<file path="src/skd_pkg.sv">
`default_nettype none
package skd_pkg;

    localparam int unsigned DATA_W      = 32;
    localparam int unsigned GAIN_W      = 31;
    localparam int unsigned MARKER_W    = 20;
    localparam int unsigned CFG_IDX_W   = 8;
    localparam int unsigned FRAC_BITS   = 30;
    localparam int unsigned DIV_STEPS   = 31;
    localparam int unsigned DIV_CNT_W   = $clog2(DIV_STEPS);

    localparam logic [DATA_W-1:0]   ONE_Q30      = 32'h4000_0000;
    localparam logic [63:0]         HALF_Q30     = 64'h0000_0000_2000_0000;
    localparam logic [MARKER_W-1:0] MARKER_MAX   = 20'd655360;
    localparam logic [DATA_W-1:0]   Q_RESET      = 32'd10737;
    localparam logic [DATA_W-1:0]   R_RESET      = 32'd1073742;

    localparam logic [CFG_IDX_W-1:0] CFG_PROCESS_NOISE = 8'd0;
    localparam logic [CFG_IDX_W-1:0] CFG_MEASURE_NOISE = 8'd1;

    typedef enum logic [2:0] {
        ST_IDLE,
        ST_PRED,
        ST_DIV,
        ST_MUL_X,
        ST_MUL_P,
        ST_FIN
    } t_state;

endpackage
`default_nettype wire

</file>
<file path="src/skd_div.sv">
`default_nettype none
// Restoring divider for the gain: quotient = floor(num * 2^30 / den), one
// quotient bit per cycle. Requires num <= den; a zero divisor gives zero.
module skd_div (
    input  wire logic                                i_clk,
    input  wire logic                                i_rst_n,
    input  wire logic                                i_start,
    input  wire logic [skd_pkg::DATA_W-1:0]          i_num,
    input  wire logic [skd_pkg::DATA_W:0]            i_den,
    output logic                                     o_done,
    output logic [skd_pkg::GAIN_W-1:0]               o_quot
);
    import skd_pkg::*;

    logic [DATA_W+1:0]    r_rem;
    logic [DATA_W:0]      r_den;
    logic [GAIN_W-1:0]    r_quot;
    logic [DIV_CNT_W-1:0] r_cnt;
    logic                 r_busy;
    logic                 r_done;
    logic                 r_den_zero;

    logic [DATA_W+1:0]    trial;
    logic                 bit_q;
    logic [DATA_W+1:0]    rem_kept;

    always_comb begin
        trial    = r_rem - {1'b0, r_den};
        bit_q    = (r_rem >= {1'b0, r_den});
        rem_kept = bit_q ? trial : r_rem;
    end

    always_ff @(posedge i_clk) begin
        if (!i_rst_n) begin
            r_busy <= 1'b0;
            r_done <= 1'b0;
            r_cnt  <= '0;
        end else begin
            r_done <= 1'b0;
            if (i_start) begin
                r_busy <= 1'b1;
                r_cnt  <= '0;
            end else if (r_busy) begin
                r_cnt <= r_cnt + 1'b1;
                if (r_cnt == DIV_CNT_W'(DIV_STEPS - 1)) begin
                    r_busy <= 1'b0;
                    r_done <= 1'b1;
                end
            end
        end
    end

    always_ff @(posedge i_clk) begin
        if (i_start) begin
            r_rem      <= {2'b00, i_num};
            r_den      <= i_den;
            r_quot     <= '0;
            r_den_zero <= (i_den == '0);
        end else if (r_busy) begin
            r_rem  <= {rem_kept[DATA_W:0], 1'b0};
            r_quot <= {r_quot[GAIN_W-2:0], bit_q};
        end
    end

    assign o_done = r_done;
    assign o_quot = r_den_zero ? '0 : r_quot;

endmodule
`default_nettype wire

</file>
<file path="src/skd_mul.sv">
`default_nettype none
// Shared 32 x 32 multiplier with a registered product.
module skd_mul (
    input  wire logic                         i_clk,
    input  wire logic [skd_pkg::DATA_W-1:0]   i_a,
    input  wire logic [skd_pkg::DATA_W-1:0]   i_b,
    output logic [2*skd_pkg::DATA_W-1:0]      o_prod
);
    import skd_pkg::*;

    logic [2*DATA_W-1:0] r_prod;

    always_ff @(posedge i_clk) begin
        r_prod <= {{DATA_W{1'b0}}, i_a} * {{DATA_W{1'b0}}, i_b};
    end

    assign o_prod = r_prod;

endmodule
`default_nettype wire

</file>
<file path="src/scalar_kalman_drift.sv">
`default_nettype none
// Scalar Kalman filter with a random-walk model, tracking a Q16.16 price.
// Input channel (i_in_valid / o_in_ready): one transaction carries a sample,
// a restart flag and an initial estimate. A restart loads the estimate with
// the initial value and the variance with 1.0 before the step runs.
// Output channel (o_out_valid / i_out_ready): one transaction per input,
// carrying the marker size (ten times the absolute drift, saturated at 10.0,
// Q4.16) and the updated estimate (Q16.16).
// Configuration channel (i_cfg_valid / o_cfg_ready): writes the process noise
// (index 0) or the measurement noise (index 1), both Q2.30; other indexes are
// ignored. Writes are always accepted and belong in idle periods.
// The gain divider produces one quotient bit per cycle; a single shared
// multiplier then forms the estimate correction and the new variance in
// turn. A new input is accepted only in the idle state, after the previous
// one has passed its final step.
// The next input may be accepted while a result still waits; if the receiver
// stalls, the block holds its final step until the output register frees.
// Reset restores the default noise values, a zero estimate and a unit variance.
module scalar_kalman_drift (
    input  wire logic                                i_clk,
    input  wire logic                                i_rst_n,
    input  wire logic                                i_in_valid,
    output logic                                     o_in_ready,
    input  wire logic [31:0]                         i_sample,
    input  wire logic                                i_restart,
    input  wire logic [31:0]                         i_init_value,
    output logic                                     o_out_valid,
    input  wire logic                                i_out_ready,
    output logic [19:0]                              o_marker_size,
    output logic [31:0]                              o_estimate_out,
    input  wire logic                                i_cfg_valid,
    output logic                                     o_cfg_ready,
    input  wire logic [skd_pkg::CFG_IDX_W-1:0]       i_cfg_index,
    input  wire logic [31:0]                         i_cfg_data
);
    import skd_pkg::*;

    // Filter state and configuration.
    logic [DATA_W-1:0]   r_q;
    logic [DATA_W-1:0]   r_r;
    logic [DATA_W-1:0]   r_estimate;
    logic [DATA_W-1:0]   r_variance;
    logic [DATA_W-1:0]   r_sample;
    logic [DATA_W-1:0]   r_p_pred;
    logic [GAIN_W-1:0]   r_gain;

    // Output register.
    logic                r_out_valid;
    logic [MARKER_W-1:0] r_marker;
    logic [DATA_W-1:0]   r_est_out;

    t_state r_state;
    t_state n_state;

    // Sequencer outputs.
    logic                in_ready;
    logic                div_start;
    logic [DATA_W-1:0]   mul_a;
    logic [DATA_W-1:0]   mul_b;
    logic                out_load;

    // Datapath.
    logic                in_accept;
    logic [DATA_W:0]     p_sum;
    logic [DATA_W-1:0]   p_pred;
    logic [DATA_W:0]     denom;
    logic                div_done;
    logic [GAIN_W-1:0]   div_quot;
    logic [2*DATA_W-1:0] mul_prod;
    logic                z_ge_x;
    logic [DATA_W-1:0]   diff;
    logic [2*DATA_W-1:0] rounded;
    logic [DATA_W-1:0]   mag;
    logic [DATA_W-1:0]   x_new;
    logic [DATA_W-1:0]   one_minus_k;
    logic [DATA_W-1:0]   var_new;
    logic [DATA_W-1:0]   drift;
    logic [MARKER_W-1:0] marker;

    assign in_accept = i_in_valid && in_ready;

    // Predicted variance saturates at the 32-bit maximum; the divisor keeps
    // its carry.
    always_comb begin
        p_sum  = {1'b0, r_variance} + {1'b0, r_q};
        p_pred = p_sum[DATA_W] ? {DATA_W{1'b1}} : p_sum[DATA_W-1:0];
        denom  = {1'b0, p_pred} + {1'b0, r_r};
    end

    // The correction magnitude is rounded to nearest with ties away from
    // zero, which a sign-magnitude form gives directly.
    always_comb begin
        z_ge_x      = (r_sample >= r_estimate);
        diff        = z_ge_x ? (r_sample - r_estimate) : (r_estimate - r_sample);
        rounded     = mul_prod + HALF_Q30;
        mag         = rounded[FRAC_BITS +: DATA_W];
        x_new       = z_ge_x ? (r_estimate + mag) : (r_estimate - mag);
        one_minus_k = ONE_Q30 - {1'b0, r_gain};
        var_new     = rounded[FRAC_BITS +: DATA_W];
    end

    // Marker: ten times the drift, which saturates once the drift reaches 1.0.
    always_comb begin
        drift = (r_estimate >= r_sample) ? (r_estimate - r_sample)
                                         : (r_sample - r_estimate);
        if (drift[DATA_W-1:16] != '0) begin
            marker = MARKER_MAX;
        end else begin
            marker = {1'b0, drift[15:0], 3'b000} + {3'b000, drift[15:0], 1'b0};
        end
    end

    skd_div u_div (
        .i_clk   (i_clk),
        .i_rst_n (i_rst_n),
        .i_start (div_start),
        .i_num   (p_pred),
        .i_den   (denom),
        .o_done  (div_done),
        .o_quot  (div_quot)
    );

    skd_mul u_mul (
        .i_clk  (i_clk),
        .i_a    (mul_a),
        .i_b    (mul_b),
        .o_prod (mul_prod)
    );

    // Next state.
    always_comb begin
        n_state = r_state;
        case (r_state)
            ST_IDLE: begin
                if (i_in_valid) begin
                    n_state = ST_PRED;
                end
            end
            ST_PRED: begin
                n_state = ST_DIV;
            end
            ST_DIV: begin
                if (div_done) begin
                    n_state = ST_MUL_X;
                end
            end
            ST_MUL_X: begin
                n_state = ST_MUL_P;
            end
            ST_MUL_P: begin
                n_state = ST_FIN;
            end
            ST_FIN: begin
                if (!r_out_valid || i_out_ready) begin
                    n_state = ST_IDLE;
                end
            end
            default: begin
                n_state = ST_IDLE;
            end
        endcase
    end

    // Sequencer outputs. The multiplier operands stay put in the final step
    // so that its product holds while the receiver stalls.
    always_comb begin
        in_ready  = 1'b0;
        div_start = 1'b0;
        mul_a     = '0;
        mul_b     = '0;
        out_load  = 1'b0;
        case (r_state)
            ST_IDLE: begin
                in_ready = 1'b1;
            end
            ST_PRED: begin
                div_start = 1'b1;
            end
            ST_DIV: begin
            end
            ST_MUL_X: begin
                mul_a = diff;
                mul_b = {1'b0, r_gain};
            end
            ST_MUL_P: begin
                mul_a = one_minus_k;
                mul_b = r_p_pred;
            end
            ST_FIN: begin
                mul_a    = one_minus_k;
                mul_b    = r_p_pred;
                out_load = !r_out_valid || i_out_ready;
            end
            default: begin
            end
        endcase
    end

    always_ff @(posedge i_clk) begin
        if (!i_rst_n) begin
            r_state     <= ST_IDLE;
            r_q         <= Q_RESET;
            r_r         <= R_RESET;
            r_estimate  <= '0;
            r_variance  <= ONE_Q30;
            r_out_valid <= 1'b0;
        end else begin
            r_state <= n_state;

            if (i_cfg_valid) begin
                if (i_cfg_index == CFG_PROCESS_NOISE) begin
                    r_q <= i_cfg_data;
                end else if (i_cfg_index == CFG_MEASURE_NOISE) begin
                    r_r <= i_cfg_data;
                end
            end

            if (in_accept && i_restart) begin
                r_estimate <= i_init_value;
                r_variance <= ONE_Q30;
            end else if (r_state == ST_MUL_P) begin
                r_estimate <= x_new;
            end else if (out_load) begin
                r_variance <= var_new;
            end

            if (out_load) begin
                r_out_valid <= 1'b1;
            end else if (i_out_ready) begin
                r_out_valid <= 1'b0;
            end
        end
    end

    // Payload registers.
    always_ff @(posedge i_clk) begin
        if (in_accept) begin
            r_sample <= i_sample;
        end
        if (r_state == ST_PRED) begin
            r_p_pred <= p_pred;
        end
        if (r_state == ST_DIV && div_done) begin
            r_gain <= div_quot;
        end
        if (out_load) begin
            r_marker  <= marker;
            r_est_out <= r_estimate;
        end
    end

    assign o_in_ready     = in_ready;
    assign o_out_valid    = r_out_valid;
    assign o_marker_size  = r_marker;
    assign o_estimate_out = r_est_out;
    assign o_cfg_ready    = 1'b1;

endmodule
`default_nettype wire
</file>
<file path="config.mk">
export PLATFORM = sky130hd
export DESIGN_NAME = scalar_kalman_drift
export DESIGN_NICKNAME = d
export VERILOG_FILES = /design/src/skd_pkg.sv /design/src/skd_div.sv /design/src/skd_mul.sv /design/src/scalar_kalman_drift.sv
export SDC_FILE = /design/constraint.sdc
export NUM_CORES = 2
export LEC_CHECK = 0
export BUFFER_PORTS_ARGS = -buffer_cell sky130_fd_sc_hd__buf_2
export CAP_MARGIN = 10
export CORE_AREA = 3 3 339 341
export CTS_CLUSTER_DIAMETER = 80
export DETAILED_ROUTE_END_ITERATION = 7
export DIE_AREA = 0 0 342 344
export PLACE_DENSITY = 0.73
export SYNTH_ARGS = -nofsm -noshare
export SYNTH_HDL_FRONTEND = slang
export SYNTH_SLANG_ARGS = --single-unit
</file>
<file path="constraint.sdc">
create_clock -name i_clk -period 10.2 [get_ports i_clk]
set_input_delay 1.02 -clock i_clk [delete_from_list [all_inputs] [get_ports i_clk]]
set_output_delay 1.02 -clock i_clk [all_outputs]
set_load 0.02 [all_outputs]
</file>
; ---- Yosys cells after proc, flatten, opt, wreduce, memory -nomap -nowiden
; Cells that the tools add are included.
; Widths: inputs -> output; s select.
[totals]
regBits = 447
in_bits = 110
output_inout_bits = 55
word_cells = 93
[op_classes]
add_sub_neg = 11
multipliers = 1
n_lt_le_gt_ge = 3
n_eq_ne = 10
muxes = 24
bitwise_logic = 4
n_reduce_logical = 20
[op_table]
columns = op, n
row1 = $mux 32, 8
row2 = $pmux 32 s2, 2
row3 = $sub 32x32->32, 3
row4 = $add 32x32->33, 2
row5 = $ge 32x32->1, 2
row6 = $add 62x30->62 const B, 1
row7 = $mul 32x32->62, 1
row8 = $ge 34x33->1, 1
row9 = $logic_not 33->1, 1
row10 = $mux 33, 1
row11 = $sub 33x33->33, 1
row12 = $add 32x32->32, 1
row13 = $sub 31x31->32 const A, 1
row14 = $add 19x17->20, 1
row15 = $pmux 3 s6, 1
row16 = $reduce_bool 16->1, 1
row17 = $mux 1, 9
row18 = $mux 3, 3
row19 = $eq 8x1->1 const B, 1
row20 = $logic_not 8->1, 1
row21 = $eq 3x2->1 const B, 2
row22 = $eq 3x3->1 const B, 2
row23 = $reduce_and 3->1, 2
row24 = $reduce_bool 2->1, 3
row25 = 13 further kinds, 22

; ---- Longest topological paths before layout
[depth]
word_depth = 5
ltp_mapped = 43
mapped_depth_nobuf = 42

; ---- Hierarchy
; A second synthesis with hierarchy kept.
[hier_totals]
cells_unflattened = 7004
hier_area_um2 = 63027.9
[by_module_without_submodules]
columns = module, n_inst, cells_each, area_per_inst_um2, seq_area_each_um2
row1 = skd_mul, 1, 3759, 34694.5, 1281.2
row2 = scalar_kalman_drift, 1, 2572, 22022.4, 7026.7
row3 = skd_div, 1, 673, 6311.1, 2782.7

; ---- Worst setup path before layout
; Ideal clock, no wire load.
[synth_timing]
path_kind = register to register
from = reg r_estimate[1]
to = reg u_mul.r_prod[56], in the netlist u_mul.o_prod[56]
arrival_time_ns = 10.124
required_time_ns = 10.128
slack_ns = 0.004
path_stages_with_launch = 40
period_less_slack_ns = 10.196
cell_sequence = dfxtp_1 > inv_1 > fa_1 > a211oi_1 > o211ai_1 > and3_1 > o21ai_0 > nand3_1 > buf_2 > buf_1 > mux2i_1 > o21a_1 > clkbuf_1 > nor2_1 > fa_1 > inv_1 > fa_1 > fa_1 > (+4 left out) > fa_1 > inv_1 > fa_1 > inv_1 > fa_1 > inv_1 > ha_1 > nand2_1 > nor2_1 > a2111oi_0 > a21oi_1 > a221oi_1 > nor2b_1 > a311o_1 > a2111oi_0 > o31ai_1 > a21oi_1 > xnor2_1
[synth_between]
elab_chain_len = 4
word_cells_on_any_way = 6
cone_classes = add/sub: 2 / mul: 1 / order compare: 1 / mux: 2
[synth_rtl]
columns = element, line
row1 = start: declaration, scalar_kalman_drift.sv:41  ; logic [DATA_W-1:0] r_estimate;
row2 = start signal: assignment, scalar_kalman_drift.sv:219  ; r_estimate <= i_init_value;
row3 = start signal: assignment, scalar_kalman_drift.sv:222  ; r_estimate <= x_new;
row4 = $sub 32x32->32 / $ge 32x32->1 (equally long branches), "scalar_kalman_drift.sv:94, scalar_kalman_drift.sv:93"
row5 = $mux 32 (*), scalar_kalman_drift.sv:94  ; diff = z_ge_x ? (r_sample - r_estimate) : (r_estimate - r_sample);
row6 = $pmux 32 s2 (*), scalar_kalman_drift.sv:172  ; case (r_state)
row7 = $mul 32x32->62 (*), skd_mul.sv:14  ; r_prod <= {{DATA_W{1'b0}}, i_a} * {{DATA_W{1'b0}}, i_b};
row8 = end signal: assignment, skd_mul.sv:14
row9 = end: declaration, skd_mul.sv:11  ; logic [2*DATA_W-1:0] r_prod;
; Every way passes the cells marked *; elsewhere a longest branch is shown, timed or not.
; A chain may end at the register's enable or synchronous reset.

; ---- Worst setup path in the final report
[layout_timing]
from = reg r_sample[0]
to = reg u_mul.r_prod[56], in the netlist u_mul.o_prod[56]
[layout_between]
elab_chain_len = 4
word_cells_on_any_way = 6
cone_classes = add/sub: 2 / mul: 1 / order compare: 1 / mux: 2
[layout_rtl]
columns = element, line
row1 = start: declaration, scalar_kalman_drift.sv:43  ; logic [DATA_W-1:0] r_sample;
row2 = start signal: assignment, scalar_kalman_drift.sv:238  ; r_sample <= i_sample;
row3 = $sub 32x32->32 / $ge 32x32->1 (equally long branches), "scalar_kalman_drift.sv:94, scalar_kalman_drift.sv:93"
row4 = $mux 32 (*), scalar_kalman_drift.sv:94
row5 = $pmux 32 s2 (*), scalar_kalman_drift.sv:172
row6 = $mul 32x32->62 (*), skd_mul.sv:14
; Marked as above.

==> reports/qor.yml <==
status:
  status: "complete, but fails checks"
  failed_checks: "negative setup slack"
final_layout:
  final_area_um2: 70950
  drive_above_1_share_pct: 17.18
  n_fill_cell: 9439
  regArea_um2: 10480
  layoutNonFillerInstCount: 9102
  syn2layout_area_growth_pct: 17.67
  multi_input_area_um2: 45890
  final_nets: 9025
sta:
  hold_violations: 0
  fin_worst_skew_ns: 0.01953
  final.min_clock_period_ns: 10.23
  max_freq_mhz: 97.74
  drv_slew: 0
  setup_viol: 1
  fin_crit_sh_pct: 100.3
  worst_slew_pin_slew_ns: 1.186
  fin_ws_ns: -0.03112
  relSlewSlack_pct: 20.12
  rsz0062_at_grt: "yes"
  holdWs_ns: 0.4611
synthesis:
  dominantRegCellSynth: "edfxtp_1"
  yosysTopAreaCell: "fa_1"
  synthesis.instances: 6937
  yosysMostFrequentCell: "inv_1"
  yosysWarnings: 0
  synth-edff-count: 212
  netlist_area_um2: 60290
  yosysTopAreaCellShare_pct: 29.92
  ys_ff_latch: 417
  async_reset_ff_share_pct: 0
  syn_nets: 8404
  ys_seq_area_share_pct: 17.36
  synth_cell_types: 104
  avgSynthCellArea_um2: 8.692
  synthTopCellsByArea: "fa_1 30%, edfxtp_1 11%, ha_1 9.5%"
  synth_common_cells: "1069 x inv_1, 901 x fa_1, 848 x nor2_1"
clock_tree:
  numCtsBuffers: 46
  cts_max_level: 2
  clockRootBuffer: "clkbuf_16"
  cts_tree: "done"
  cts_sinks: 417
  cts.hold.buffers_added: 0
  cts.path.max_buffers: 3
  path_clk_slew_ns: 0.06
  clk_latency_ns: 0.60
pwr:
  pwr_density_cell_nw_per_um2: 90.31
  p_leak_nw: 32.58
  pwr-share-clk_pct: 27.0
  netSwitchingFraction_pct: 37.66
  switchingPower_mw: 2.413
  internal_power_mw: 3.994
  peakVddDrop_uv: 127.3
  finalPower_mw: 6.407
  pwr-share-comb_pct: 42.3
  seqPwrFrac_pct: 30.8
critical_path:
  critPathCaptureType: "flop"
  cp_common_cell: "fa_1"
  cpPeakStageDelay_ns: 0.58
  criticalPathCategory: "flop to flop"
  setup.worst_path.start: "r_sample[0]$_DFFE_PP_"
  crit_family: "adder cells"
  path_max_fanout: 10
  crit_cells: 44
  worstReg2RegEnd: "u_mul.o_prod[56]$_DFF_P_"
  critPathArrivalTime_ns: 10.76
  crit_path_start_kind: "flop"
  required_ns: 10.73
  worst-path-buf-inv: 14
  slowest_stage: "fa_1"
  r2r_slack_ns: -0.03
  r2r_start: "r_sample[0]$_DFFE_PP_"
  reg2reg_depth: 44
  endpoint: "u_mul.o_prod[56]$_DFF_P_"
place:
  place_congestion: 1.067
  hpwl_um: 180300
  placed_area_um2: 67550
  placed_cells: 8960
  io_buffers: 162
drt:
  initialDrtViolationCount: 5393
  antenna_left: 0
  routedWlPerCell_um: 23.84
  vias: 53940
  vias_per_cell: 5.926
  drc: 0
  firstDrtPassIters: 6
  finalWirelength_um: 217000
grt:
  grt_usage_pct: 36.54
  grt_pass1_vias: 53800
  grt_pass1_wl_um: 324400
  grt_max_degree: 88
  grt_overflow: 0
  antenna_found_initial: 12
floorplan:
  die_area_um2: 117600
  core.rowCount: 123
  start_util_pct: 53.74
  io_pins: 165
  dieHeight_um: 344
  die_x_um: 342
  design.core.area_um2: 112200
run:
  maxCapViolations: 0
hold_path:
  hp-class: "flop to flop"
==> logic make-up (layout without fill, tap and decap cells) <==
| group | count (synthesis) | count (layout) | synth area share, % |
|---|---|---|---|
| AO/OA/AOI/OAI | 1165 | 1165 | 12.83 |
| XOR/XNOR | 307 | 307 | 4.460 |
| adder cells (fa/ha/maj) | 1357 | 1357 | 39.38 |
| buffers and inverters | 1411 | 2069 | 8.894 |
| flip-flops | 417 | 417 | 17.36 |
| multiplexers | 71 | 71 | 1.187 |
| other | 2 | 9 | 0.01246 |
| AND/OR/NAND/NOR | 2207 | 2207 | 15.87 |
==> cell usage in the layout, fill, tap and decap left out, drive strengths merged, types with 66 or more instances in the layout <==
cell type     n
inv        1075
buf         910
fa          901
nor2        849
nand2       840
ha          456
a21oi       330
edfxtp      212
dfxtp       205
xnor2       195
o21ai       190
a21o        125
xor2        112
nand3        94
nor3         86
mux2i        67
o21a         66
==> metrics by stage <==
| stage | worst slack [ns] | setup TNS, ns | util (%) |
|---|---|---|---|
| floorplan | 0.003687 | 0 | - |
| global placement | -0.6577 | -9.189 | 60.21 |
| detailed placement | -0.8412 | -12.35 | 60.21 |
| CTS | 0.0008775 | 0 | 61.87 |
| global route | -0.3129 | -3.897 | 63.22 |
| finish | -0.03112 | -0.03112 | 63.24 |
==> what timing repair did <==
item,4_1_cts,5_1_grt
setup endpoints to repair,28,33
gates cloned,0,1
setup buffers,10,45
resized for setup,62,274
pin swaps,25,134
==> registers in the layout, indices dropped and copies added (netlist names) <==
register	flops
u_div.r_quot	31
o_marker_size	19
u_div.r_den_zero	1
r_q	32
r_sample	32
u_div.r_busy	1
u_div.r_rem	34
r_estimate	32
r_p_pred	32
u_div.r_cnt	5
r_gain	31
u_div.r_den	33
u_div.o_done	1
u_mul.o_prod	33
r_variance	32
o_estimate_out	32
r_r	32
r_state	3
o_out_valid	1
==> metal layers <==
layer / routed length [um] / GRT usage, % / vias to the layer above
met5: 25 / 0 / -
li1: - / - / 23710
met3: 22020 / 7.033 / 647
met2: 98490 / 58.43 / 2948
met4: 14290 / 19.37 / 4
met1: 82210 / 47.25 / 26630
==> worst register-to-register path, delay by kind of cell, from the launching register on <==
family | cells | cell delay [ns]
adder cells (fa/ha/maj) | 11 | 4.98
XOR/XNOR | 2 | 0.26
buffers and inverters | 14 | 1.61
flip-flops | 1 | 0.39
AO/OA/AOI/OAI | 15 | 2.67
multiplexers | 1 | 0.16
AND/OR/NAND/NOR | 1 | 0.09
==> power groups by stage <==
stage	clock (mW)	sequential, mW	combinational [mW]
floorplan	0	1.97	1.61
global placement	0	2.00	2.48
detailed placement	0	2.00	2.52
CTS	1.74	1.97	2.56
global route	1.80	1.98	2.91
finish	1.73	1.97	2.71
==> area by class of cell <==
| class | instances | share of cell area [%] |
|---|---|---|
| diodes | 7 | 0.02469 |
| clock buffers | 58 | 1.762 |
| clock inverters | 27 | 0.4197 |
| inverters | 1073 | 5.682 |
| multi-input cells | 5109 | 64.68 |
| flip-flops and latches | 417 | 14.76 |
| well taps | 1500 | 2.645 |
| repair buffers | 911 | 10.02 |
==> worst min path at each step <==
stage | startpoint | endpoint | depth (start not counted)
global placement | r_q[25]$_SDFFE_PN0P_ | r_q[25]$_SDFFE_PN0P_ | 2
floorplan | r_variance[0]$_SDFFE_PP0P_ | r_variance[0]$_SDFFE_PP0P_ | 2
finish | r_r[23]$_SDFFE_PN0P_ | r_r[23]$_SDFFE_PN0P_ | 2
detailed placement | r_r[23]$_SDFFE_PN0P_ | r_r[23]$_SDFFE_PN0P_ | 2
global route | r_r[26]$_SDFFE_PN0P_ | r_r[26]$_SDFFE_PN0P_ | 2
CTS | r_r[23]$_SDFFE_PN0P_ | r_r[23]$_SDFFE_PN0P_ | 2
(Power assumes the default switching activity.)
